==> config.mk <==
export PLATFORM = sky130hd
export DESIGN_NAME = set_union_dedup_flat
export DESIGN_NICKNAME = d
export VERILOG_FILES = /design/src/hdl/sud_pkg.sv /design/src/hdl/sud_stream_if.sv /design/src/hdl/sud_ram.sv /design/src/hdl/set_union_dedup.sv /design/src/flat_wrapper.sv
export SDC_FILE = /design/constraint.sdc
export NUM_CORES = 2
export LEC_CHECK = 0
export BUFFER_PORTS_ARGS = -buffer_cell sky130_fd_sc_hd__buf_2
export CAP_MARGIN = 25
export CELL_PAD_IN_SITES_DETAIL_PLACEMENT = 0
export CELL_PAD_IN_SITES_GLOBAL_PLACEMENT = 2
export CORE_MARGIN = 5
export CORE_UTILIZATION = 40
export DETAILED_ROUTE_END_ITERATION = 10
export GPL_ROUTABILITY_DRIVEN = 0
export PLACE_DENSITY_LB_ADDON = 0.1
export SYNTH_ARGS = -nofsm -noshare
export SYNTH_HDL_FRONTEND = slang
export SYNTH_SLANG_ARGS = --single-unit
==> constraint.sdc <==
create_clock -name clk -period 12.1 [get_ports clk]
set_input_delay 0.605 -clock clk [delete_from_list [all_inputs] [get_ports clk]]
set_output_delay 0.605 -clock clk [all_outputs]
set_load 0.02 [all_outputs]
==> src/hdl/sud_pkg.sv <==
// sud_pkg: shared types and field widths for the set union / dedup block.
// No dependencies.
package sud_pkg;

    localparam int VALUE_W     = 32;
    localparam int COUNT_OUT_W = 7;

    typedef logic signed [VALUE_W-1:0] value_t;
    typedef logic [COUNT_OUT_W-1:0]    count_out_t;

endpackage

==> src/hdl/sud_stream_if.sv <==
// sud_in_if / sud_out_if: valid/ready channels of the set union block.
// Depends on sud_pkg for payload types.
interface sud_in_if;
    logic            valid;
    logic            ready;
    sud_pkg::value_t value;
    logic            last_of_set;

    modport source (output valid, output value, output last_of_set, input ready);
    modport sink   (input valid, input value, input last_of_set, output ready);
endinterface

interface sud_out_if;
    logic                valid;
    logic                ready;
    sud_pkg::value_t     value_out;
    logic                keep;
    sud_pkg::count_out_t distinct_count;
    logic                overflow;
    logic                last_out;

    modport source (output valid, output value_out, output keep, output distinct_count,
                    output overflow, output last_out, input ready);
    modport sink   (input valid, input value_out, input keep, input distinct_count,
                    input overflow, input last_out, output ready);
endinterface

==> src/hdl/sud_ram.sv <==
// sud_ram: generic single-write, single-read RAM with registered read data.
// No dependencies.
module sud_ram #(
    parameter int WIDTH = 32,
    parameter int DEPTH = 64
) (
    input  logic                     clk,
    input  logic                     we,
    input  logic [$clog2(DEPTH)-1:0] waddr,
    input  logic [WIDTH-1:0]         wdata,
    input  logic [$clog2(DEPTH)-1:0] raddr,
    output logic [WIDTH-1:0]         rdata
);

    logic [WIDTH-1:0] mem [DEPTH];

    always_ff @(posedge clk)
    begin
        if (we)
        begin
            mem[waddr] <= wdata;
        end
        rdata <= mem[raddr];
    end

endmodule

==> src/hdl/set_union_dedup.sv <==
// set_union_dedup: streaming set union with duplicate removal.
// Depends on sud_pkg, sud_in_if / sud_out_if and sud_ram.
//
//  channel   direction  payload
//  in_ch     sink       value, last_of_set
//  out_ch    source     value_out, keep, distinct_count, overflow, last_out
//
// A transaction runs IDLE, SCAN over the n distinct values now stored (up to
// MAX_ENTRIES; skipped if n is 0), then FINISH. The scan reads the store RAM one
// entry per cycle and stops early on a hit. in_ch.ready is high only while idle.
// Reset clears the count and control; the store RAM needs no clearing pass,
// only entries below the count are ever compared.
// A stalled out_ch holds the finished result; the next input transaction is
// taken as soon as the result sits in the output register.
module set_union_dedup #(
    parameter int MAX_ENTRIES = 64
) (
    input  logic       clk,
    input  logic       rst_n,
    sud_in_if.sink     in_ch,
    sud_out_if.source  out_ch
);

    localparam int AW    = (MAX_ENTRIES > 1) ? $clog2(MAX_ENTRIES) : 1;
    localparam int CNT_W = $clog2(MAX_ENTRIES + 1);

    localparam logic [1:0] ST_IDLE   = 2'd0;
    localparam logic [1:0] ST_SCAN   = 2'd1;
    localparam logic [1:0] ST_FINISH = 2'd2;

    logic [1:0]            state_reg, state_next;
    logic [AW-1:0]         idx_reg, idx_next;
    logic [CNT_W-1:0]      cnt_reg, cnt_next;
    logic                  hit_reg, hit_next;
    sud_pkg::value_t       val_reg, val_next;
    logic                  last_reg, last_next;

    logic                  out_valid_reg, out_valid_next;
    sud_pkg::value_t       out_value_reg, out_value_next;
    logic                  out_keep_reg, out_keep_next;
    sud_pkg::count_out_t   out_count_reg, out_count_next;
    logic                  out_ovf_reg, out_ovf_next;
    logic                  out_last_reg, out_last_next;

    logic                  ram_we;
    logic [AW-1:0]         ram_raddr;
    sud_pkg::value_t       ram_rdata;
    logic                  new_entry;
    logic [CNT_W-1:0]      cnt_upd;
    logic [CNT_W+sud_pkg::COUNT_OUT_W-1:0] cnt_ext;

    sud_ram #(
        .WIDTH (sud_pkg::VALUE_W),
        .DEPTH (MAX_ENTRIES)
    ) u_store (
        .clk   (clk),
        .we    (ram_we),
        .waddr (cnt_reg[AW-1:0]),
        .wdata (val_reg),
        .raddr (ram_raddr),
        .rdata (ram_rdata)
    );

    // Read address runs one ahead of idx_reg: entry idx_reg is on rdata in SCAN.
    assign ram_raddr = (state_reg == ST_IDLE) ? '0 : idx_reg + AW'(1);

    assign new_entry = !hit_reg && (cnt_reg < MAX_ENTRIES);
    assign cnt_upd   = cnt_reg + CNT_W'(new_entry);
    assign cnt_ext   = (CNT_W + sud_pkg::COUNT_OUT_W)'(cnt_upd);

    always_comb
    begin
        state_next     = state_reg;
        idx_next       = idx_reg;
        cnt_next       = cnt_reg;
        hit_next       = hit_reg;
        val_next       = val_reg;
        last_next      = last_reg;
        out_valid_next = out_valid_reg && !out_ch.ready;
        out_value_next = out_value_reg;
        out_keep_next  = out_keep_reg;
        out_count_next = out_count_reg;
        out_ovf_next   = out_ovf_reg;
        out_last_next  = out_last_reg;
        ram_we         = 1'b0;

        case (state_reg)
            ST_IDLE:
            begin
                if (in_ch.valid)
                begin
                    val_next   = in_ch.value;
                    last_next  = in_ch.last_of_set;
                    hit_next   = 1'b0;
                    idx_next   = '0;
                    state_next = (cnt_reg == '0) ? ST_FINISH : ST_SCAN;
                end
            end
            ST_SCAN:
            begin
                if (ram_rdata == val_reg)
                begin
                    hit_next   = 1'b1;
                    state_next = ST_FINISH;
                end
                else if (CNT_W'(idx_reg) + CNT_W'(1) == cnt_reg)
                begin
                    state_next = ST_FINISH;
                end
                else
                begin
                    idx_next = idx_reg + AW'(1);
                end
            end
            ST_FINISH:
            begin
                // commit only when the output register is free
                if (!out_valid_reg || out_ch.ready)
                begin
                    ram_we         = new_entry;
                    out_valid_next = 1'b1;
                    out_value_next = val_reg;
                    out_keep_next  = new_entry;
                    out_ovf_next   = !hit_reg && !new_entry;
                    out_count_next = cnt_ext[sud_pkg::COUNT_OUT_W-1:0];
                    out_last_next  = last_reg;
                    cnt_next       = last_reg ? '0 : cnt_upd;
                    state_next     = ST_IDLE;
                end
            end
            default:
            begin
                state_next = ST_IDLE;
            end
        endcase
    end

    always_ff @(posedge clk or negedge rst_n)
    begin
        if (!rst_n)
        begin
            state_reg     <= ST_IDLE;
            cnt_reg       <= '0;
            out_valid_reg <= 1'b0;
        end
        else
        begin
            state_reg     <= state_next;
            cnt_reg       <= cnt_next;
            out_valid_reg <= out_valid_next;
        end
    end

    always_ff @(posedge clk)
    begin
        idx_reg       <= idx_next;
        hit_reg       <= hit_next;
        val_reg       <= val_next;
        last_reg      <= last_next;
        out_value_reg <= out_value_next;
        out_keep_reg  <= out_keep_next;
        out_count_reg <= out_count_next;
        out_ovf_reg   <= out_ovf_next;
        out_last_reg  <= out_last_next;
    end

    assign in_ch.ready           = (state_reg == ST_IDLE);
    assign out_ch.valid          = out_valid_reg;
    assign out_ch.value_out      = out_value_reg;
    assign out_ch.keep           = out_keep_reg;
    assign out_ch.distinct_count = out_count_reg;
    assign out_ch.overflow       = out_ovf_reg;
    assign out_ch.last_out       = out_last_reg;

    a_cnt_bound: assert property (@(posedge clk) disable iff (!rst_n)
        cnt_reg <= MAX_ENTRIES)
        else $error("stored count above capacity");

    a_write_room: assert property (@(posedge clk) disable iff (!rst_n)
        ram_we |-> (cnt_reg < MAX_ENTRIES) && (state_reg == ST_FINISH))
        else $error("store write without room or outside commit");

    a_result_src: assert property (@(posedge clk) disable iff (!rst_n)
        $rose(out_valid_reg) |-> $past(state_reg == ST_FINISH))
        else $error("result appeared without a commit");

    a_flags: assert property (@(posedge clk) disable iff (!rst_n)
        out_valid_reg |-> !(out_keep_reg && out_ovf_reg))
        else $error("keep and overflow both set");

endmodule
==> src/flat_wrapper.sv <==
// flat-port wrapper written by rule: the top's interface ports become plain ports
module set_union_dedup_flat 
#(
    parameter int MAX_ENTRIES = 64
)
  (clk, rst_n, in_ch_valid, in_ch_value, in_ch_last_of_set, in_ch_ready, out_ch_valid, out_ch_value_out, out_ch_keep, out_ch_distinct_count, out_ch_overflow, out_ch_last_out, out_ch_ready);
  sud_in_if in_ch_i ();
  sud_out_if out_ch_i ();
  input  logic clk;
  input  logic rst_n;
  input wire logic [$bits(in_ch_i.valid)-1:0] in_ch_valid;
  input wire logic [$bits(in_ch_i.value)-1:0] in_ch_value;
  input wire logic [$bits(in_ch_i.last_of_set)-1:0] in_ch_last_of_set;
  output wire logic [$bits(in_ch_i.ready)-1:0] in_ch_ready;
  output wire logic [$bits(out_ch_i.valid)-1:0] out_ch_valid;
  output wire logic [$bits(out_ch_i.value_out)-1:0] out_ch_value_out;
  output wire logic [$bits(out_ch_i.keep)-1:0] out_ch_keep;
  output wire logic [$bits(out_ch_i.distinct_count)-1:0] out_ch_distinct_count;
  output wire logic [$bits(out_ch_i.overflow)-1:0] out_ch_overflow;
  output wire logic [$bits(out_ch_i.last_out)-1:0] out_ch_last_out;
  input wire logic [$bits(out_ch_i.ready)-1:0] out_ch_ready;
  assign in_ch_i.valid = in_ch_valid;
  assign in_ch_i.value = in_ch_value;
  assign in_ch_i.last_of_set = in_ch_last_of_set;
  assign in_ch_ready = in_ch_i.ready;
  assign out_ch_valid = out_ch_i.valid;
  assign out_ch_value_out = out_ch_i.value_out;
  assign out_ch_keep = out_ch_i.keep;
  assign out_ch_distinct_count = out_ch_i.distinct_count;
  assign out_ch_overflow = out_ch_i.overflow;
  assign out_ch_last_out = out_ch_i.last_out;
  assign out_ch_i.ready = out_ch_ready;
  set_union_dedup #(.MAX_ENTRIES(MAX_ENTRIES)) u_core (.clk(clk), .rst_n(rst_n), .in_ch(in_ch_i), .out_ch(out_ch_i));
endmodule
# --- Yosys cells after proc, flatten, opt, wreduce, memory -nomap -nowiden ---
# Memory sizes are Yosys's and may differ from the RTL's. A register that Yosys moved wholly into a read port is not among the register bits.
# Index checks and enable logic that the tools add are counted.
word_totals:
  word_cells: 64
  n_memories: 1
  ff_bits: 92
  ram_bits: 2048
  output_inout_bits: 44
  inputBits: 37
mem_list:
  columns: ["memory", "words", "word_bits", "rd", "rd_clocked_by_memory_dff", "write_ports", "line", "source"]
  rows:
  - ["u_core.u_store.mem", 64, 32, 1, 1, 1, "sud_ram.sv:15", "logic [WIDTH-1:0] mem [DEPTH];"]
op_classes:
  magnitude_cmp: 1
  n_addsub: 3
  reduce_logical: 16
  muxes: 21
  eq_ne: 10
op_table:
  columns: ["operator", "count"]
  rows:
  - ["32-bit == test", 1]
  - ["6-bit 2-to-1 mux", 4]
  - ["6-bit one-hot mux with 2 select lines", 1]
  - ["2-bit 2-to-1 mux", 5]
  - ["1-bit 2-to-1 mux", 8]
  - ["6-bit by 1-bit adder with 7-bit output, second input constant", 1]
  - ["7-bit by 1-bit adder with 7-bit output", 1]
  - ["7-bit == test", 1]
  - ["7-bit logical NOT", 1]
  - ["7-bit < comparator, second input constant", 1]
  - ["7-bit 2-to-1 mux", 1]
  - ["6-bit by 1-bit adder with 6-bit output, second input constant", 1]
  - ["2-bit inequality test, second input constant", 3]
  - ["2-bit one-hot mux with 3 select lines", 1]
  - ["3-bit AND reduction", 2]
  - ["1-bit logical NOT", 4]
  - ["2-bit by 1-bit inequality test with 1-bit output, second input constant", 2]
  - ["2-bit AND reduction", 2]
  - ["4-bit AND reduction", 1]
  - ["1-bit logical AND", 3]
  - ["3-bit by 1-bit inequality test with 1-bit output, second input constant", 1]
  - ["2-bit by 1-bit == test with 1-bit output, second input constant", 1]
  - ["2-bit == test, second input constant", 1]
  - ["2-bit logical NOT", 1]
  - ["other kinds (3)", 3]

# --- Longest topological paths before layout ---
logic_depth:
  word_depth: 6
  mapped_depth: 13
  ltp_nobuf: 8

# --- By module ---
# A second synthesis with hierarchy kept.
hier_totals:
  cells_unflattened: 3546
  area_unflattened_um2: 82137.5
by_module_without_submodules:
  columns: ["module", "cells_each", "area_per_inst_um2", "seq_area_each_um2", "instances"]
  rows:
  - ["sud_ram", 3324, 78515.3, 62139.6, 1]
  - ["set_union_dedup", 222, 3622.2, 2712.6, 1]

# --- Worst setup path before layout ---
# OpenSTA, ideal clock, no wires.
synth_timing:
  kind: "input port to flip-flop"
  from: "input out_ch_ready"
  to: "memory u_core.u_store.mem[23][0] (enable)"
  required_time_ns: 11.679
  arrival_time_ns: 3.662
  path_buffers: 0
  setup_slack_ns: 8.017
  cell_stages: 6
  setup_ns: 0.421
  path_cell_list: "nand2b_1 -> nand3b_1 -> inv_1 -> and3_1 -> nand3_1 -> nor2_1"
synth_between:
  elab_chain_cells: 5
synth_lines:
  columns: ["element", "line", "source"]
  rows:
  - ["start: declaration", "flat_wrapper.sv:21", "input wire logic [$bits(out_ch_i.ready)-1:0] out_ch_ready;"]
  - ["1-bit logical OR", "set_union_dedup.sv:118", "if (!out_valid_reg || out_ch.ready)"]
  - ["1-bit 2-to-1 mux", "set_union_dedup.sv:118", null]
  - ["1-bit 2-to-1 mux", "set_union_dedup.sv:87", "case (state_reg)"]
  - ["1-bit 2-to-1 mux", "sud_ram.sv:19", "if (we)"]
  - ["1-bit 2-to-1 mux (not written as such)", "sud_ram.sv:21", "mem[waddr] <= wdata;"]
  - ["end: declaration", "sud_ram.sv:15", null]
# Every way passes these cells.

# --- Worst setup path in the final report ---
layout_timing:
  from: "register u_core.idx_reg[1]"
  to: "register u_core.u_store.rdata[22] (read register of u_core.u_store.mem)"
layout_between:
  elab_chain_cells: 2
layout_lines:
  columns: ["element", "line", "source"]
  rows:
  - ["start: declaration", "set_union_dedup.sv:32", "logic [AW-1:0] idx_reg, idx_next;"]
  - ["start signal: assignment", "set_union_dedup.sv:156", "idx_reg <= idx_next;"]
  - ["6-bit by 1-bit adder with 6-bit output", "set_union_dedup.sv:65", "assign ram_raddr = (state_reg == ST_IDLE) ? '0 : idx_reg + AW'(1);"]
  - ["6-bit 2-to-1 mux", "set_union_dedup.sv:65", null]
  - ["end: declaration", "sud_ram.sv:12", "output logic [WIDTH-1:0] rdata"]
# Every way passes these cells.
# A chain may end at the register's enable or synchronous reset.

==> summary.md <==
| Metric | Value |
|---|---|
| Core occupancy in the finished layout | `0.460` |
| CTS tree | `done` |
| Setup-failing EPs final | `0` |
| Die width | `between 400 and 500 µm` |
| Worst Max-Slew Pin Slew | `~1.1 ns` |
| Worst Hold Margin | `~0.13 ns` |
| Slew margin rel. | `0.237` |
| Combinational share of power | `0.385` |
| Setup crit end kind | `flop` |
| Final worst-path cycle share | `0.467` |
| Ports | `81` |
| Cell with the most instances after synthesis | `edfxtp_1` |
| Total congestion overflow | `0` |
| Kind of critical path | `flop to flop` |
| Most frequent CP cell | `buf_4` |
| Post-synth top cells | `2130 x edfxtp_1, 516 x nand2_1, 256 x nor2_1` |
| Worst EP required | `between 10 and 15 ns` |
| Worst-path maximum fanout | `38` |
| Synth top area cells | `edfxtp_1 75%, mux2i_1 2.7%, nand2_1 2.3%, mux4_2 2.0%, a21oi_1 1.4%` |
| Die span in y | `~470 µm` |
| Post-Syn Area per Cell | `15.9 µm²` |
| Placed Area | `approximately 90000 µm²` |
| Post-route setup TNS | `0 ns` |
| CP max-delay cell | `buf_4` |
| CP max stage delay | `between 0.7 and 0.8 ns` |
| H-tree depth | `4` |
| Placed cells | `~8100` |
| Mapped cell area | `about 85000 µm²` |
| Status | `finished, final reports clean` |
| Sw power | `approximately 11 mW` |
| Clk_skew | `approximately 0.048 ns` |
| Total power | `25.7 mW` |
| R2r endpoint | `u_core.u_store.rdata[22]$_DFF_P_` |
| Final nets | `5608` |
| Final min period | `around 5.6 ns` |
| Switching share of power | `0.409` |
| CTS Buffer Depth | `3` |
| Drt drc | `0` |
| TritonRoute pass-1 iters | `6` |
| Dominant cell type by area after synthesis | `edfxtp_1` |
| Synthesized Nets | `roughly 5400` |
| Area of the die | `223000 µm²` |
| Clock Tree Root | `clkbuf_16` |
| Power per cell area | `263 nW/µm²` |
| Clock Power Share | `0.267` |
| Area growth syn-to-layout | `14.4%` |
| DP HPWL | `between 150000 and 200000 µm` |
| Largest Register | `u_core.u_store.mem` |
| TritonCTS Buffers | `about 230` |
| Cts repair resizes | `0` |
| Fin. max-slew vios | `0` |
| Endpoints failing hold | `0` |
| Peak supply drop | `between 200 and 300 µV` |
| Internal power | `15.2 mW` |
| Non-Filler Instances | `8600` |
| Setup slack at placement | `around 6.6 ns` |
| Pin count of the biggest net entering global routing | `120` |
| Sequential share of the synthesized area | `0.760` |
| Initial DRC count | `roughly 7200` |
| Max FFs per register | `2048` |
| Initial antenna violation count | `26` |
| Sequential cell fraction of total power | `0.348` |
| Clk_lat worst skew | `just under 0.9 ns` |
| Fin area | `approximately 100000 µm²` |
| RSZ-0062 raised after global routing | `false` |
| Type of the tightest min-delay check | `primary input to async pin` |
| Post-synth EDFFs | `2130` |
| Setup bufs post-CTS | `0` |
| Final WS setup | `6.45 ns` |
| Vias | `around 53000` |
| Fmax | `between 0.15 and 0.2 GHz` |
| Rows | `~170` |
| Synth cell types | `a little under 80` |
| Routed wire length | `between 300000 and 400000 µm` |
| Worst Reg2Reg Path Length in Cells | `12` |
| CP endpoint | `u_core.u_store.rdata[22]$_DFF_P_` |
| Async set-reset flop share out of synthesis | `0.00460` |
| Worst Setup Start Kind | `flop` |
| Vias per cell | `~6` |
| Share of layout cells above drive strength 1 | `0.147` |
| First-pass GRT wire length | `~440000 µm` |
| Max cap viols | `0` |
| WP data arrival | `6.42 ns` |
| Clk slew on worst S/H paths | `~0.060 ns` |
| Vias in the first global route | `around 50000` |
| Worst r2r src | `u_core.idx_reg[1]$_SDFFCE_PN0P_` |
| Reg2Reg Setup Slack | `roughly 6.5 ns` |
| IO Port Bufs | `80` |
| Syn Inst Count | `5381` |
| GRT Util Overall | `0.285` |
| Area share of the largest cell type after synthesis | `0.750` |
| CP Launch Point | `u_core.idx_reg[1]$_SDFFCE_PN0P_` |
| Cells along the critical path | `ha_4 -> buf_4 -> buf_4 -> inv_1 -> buf_4 -> nand2_1 -> buf_4 -> o22ai_1 -> a21oi_1 -> a21oi_1 -> o311a_1 -> a211oi_1` |
| Leakage | `30.9 nW` |
| WL/cell | `37.9 µm` |
| Ys flop type | `edfxtp_1` |
| Post-route ant nets | `0` |
| Yosys warns | `0` |
| Yosys reg bits | `about 2200` |
| Core footprint | `between 200000 and 250000 µm²` |
| Clk sinks | `roughly 2200` |
| Starting Density | `0.402` |
critical path: cells and delay by family, from the launching register on:
kind            cells  cell delay (ns)
compound gates      5             1.35
fa+ha+maj           1             0.58
buf+inv             5             2.41
flops               1             0.44
simple gates        1             0.65
layout by cell type, fill, tap and decap left out, types with 11 or more instances in the layout:
cell type      Yosys  routed
xnor2_1           43      42
dfxtp_1           32      32
nand2b_1          22      22
clkbuf_8           0      13
a21oi_1          241     238
nand3_1          171     170
or3_1            125     125
o311ai_1          15      15
clkbuf_1         125      74
dlygate4sd3_1      0      34
a22oi_1           26      26
edfxtp_1        2130    2130
nor4_2             0      11
a2bb2oi_1         52      52
nand4_1           14      14
o21ai_0          179     177
o221ai_1         116     116
buf_4             31     217
clkinv_2           0      33
mux4_2            74      74
nand2_1          516     513
o211ai_1         158     158
nor3_1            60      59
clkbuf_16          0     235
buf_12             0      11
a32oi_1           19      19
nor2_4             2      69
mux2i_1          230     228
clkinv_1           0      53
mux2_2            32      32
a22o_1            24      24
nor2_1           256     187
buf_2            195      80
o2111ai_1         15      15
a31oi_1           60      60
and3_1            24      24
o22ai_1           91      91
a221oi_1          30      30
o311ai_0          11      11
a211oi_1          63      61
logic make-up after synthesis:
group           count (synthesis)  synth area share
flops                        2172             0.760
fa+ha+maj                       3          0.000440
buf+inv                       398            0.0226
compound gates               1186            0.0954
simple gates                 1232            0.0647
xor+xnor                       49           0.00503
mux                           341            0.0516
worst min-delay path by stage:
stage               start                            end  slack [ns]  depth (start not counted)
finish              rst_n  u_core.out_ch.valid$_DFF_PN0_        0.13                          2
global route        rst_n  u_core.out_ch.valid$_DFF_PN0_        0.12                          2
CTS                 rst_n  u_core.out_ch.valid$_DFF_PN0_        0.07                          2
floorplan           rst_n  u_core.cnt_reg[0]$_DFFE_PN0P_        0.31                          0
detailed placement  rst_n  u_core.out_ch.valid$_DFF_PN0_        0.51                          1
global placement    rst_n  u_core.out_ch.valid$_DFF_PN0_        0.51                          1
timing repair:
| action | CTS | global route |
|---|---|---|
| hold buffers | 34 | 0 |
| endpoints found under the setup margin | 0 | 0 |
| endpoints found under the hold margin | 43 | 0 |
area by class of cell:
type | instances | area, µm²
Multi-Input combinational cell | 2811 | 19300
Fill cell | 18500 | 114000
Antenna cell | 7 | 17.5
Clock buffer | 322 | 6340
Tap cell | 2821 | 3530
Timing Repair Buffer | 344 | 2630
Inverter | 8 | 45.0
Clock inverter | 115 | 926
Sequential cell | 2172 | 64900
layer usage:
layer  track usage  up-vias  share of wire  routed length (µm)
met3        0.0531      449          0.082               26700
met4        0.0966        8          0.038               12400
met5             0        -        0.00017                  54
met2         0.450     2557           0.46              151000
met1         0.401    28100           0.42              136000
li1              -    21800              -                   -
power groups by stage:
stage / Clock [mW] / Combinational [mW] / Sequential, mW
floorplan: 0 / 4.97 / 9.19
global placement: 0 / 9.76 / 9.08
detailed placement: 0 / 9.77 / 9.08
CTS: 6.95 / 9.82 / 8.93
global route: 7.28 / 10.2 / 8.93
finish: 6.86 / 9.89 / 8.93
Note: power is estimated with default switching activity, not from simulation.
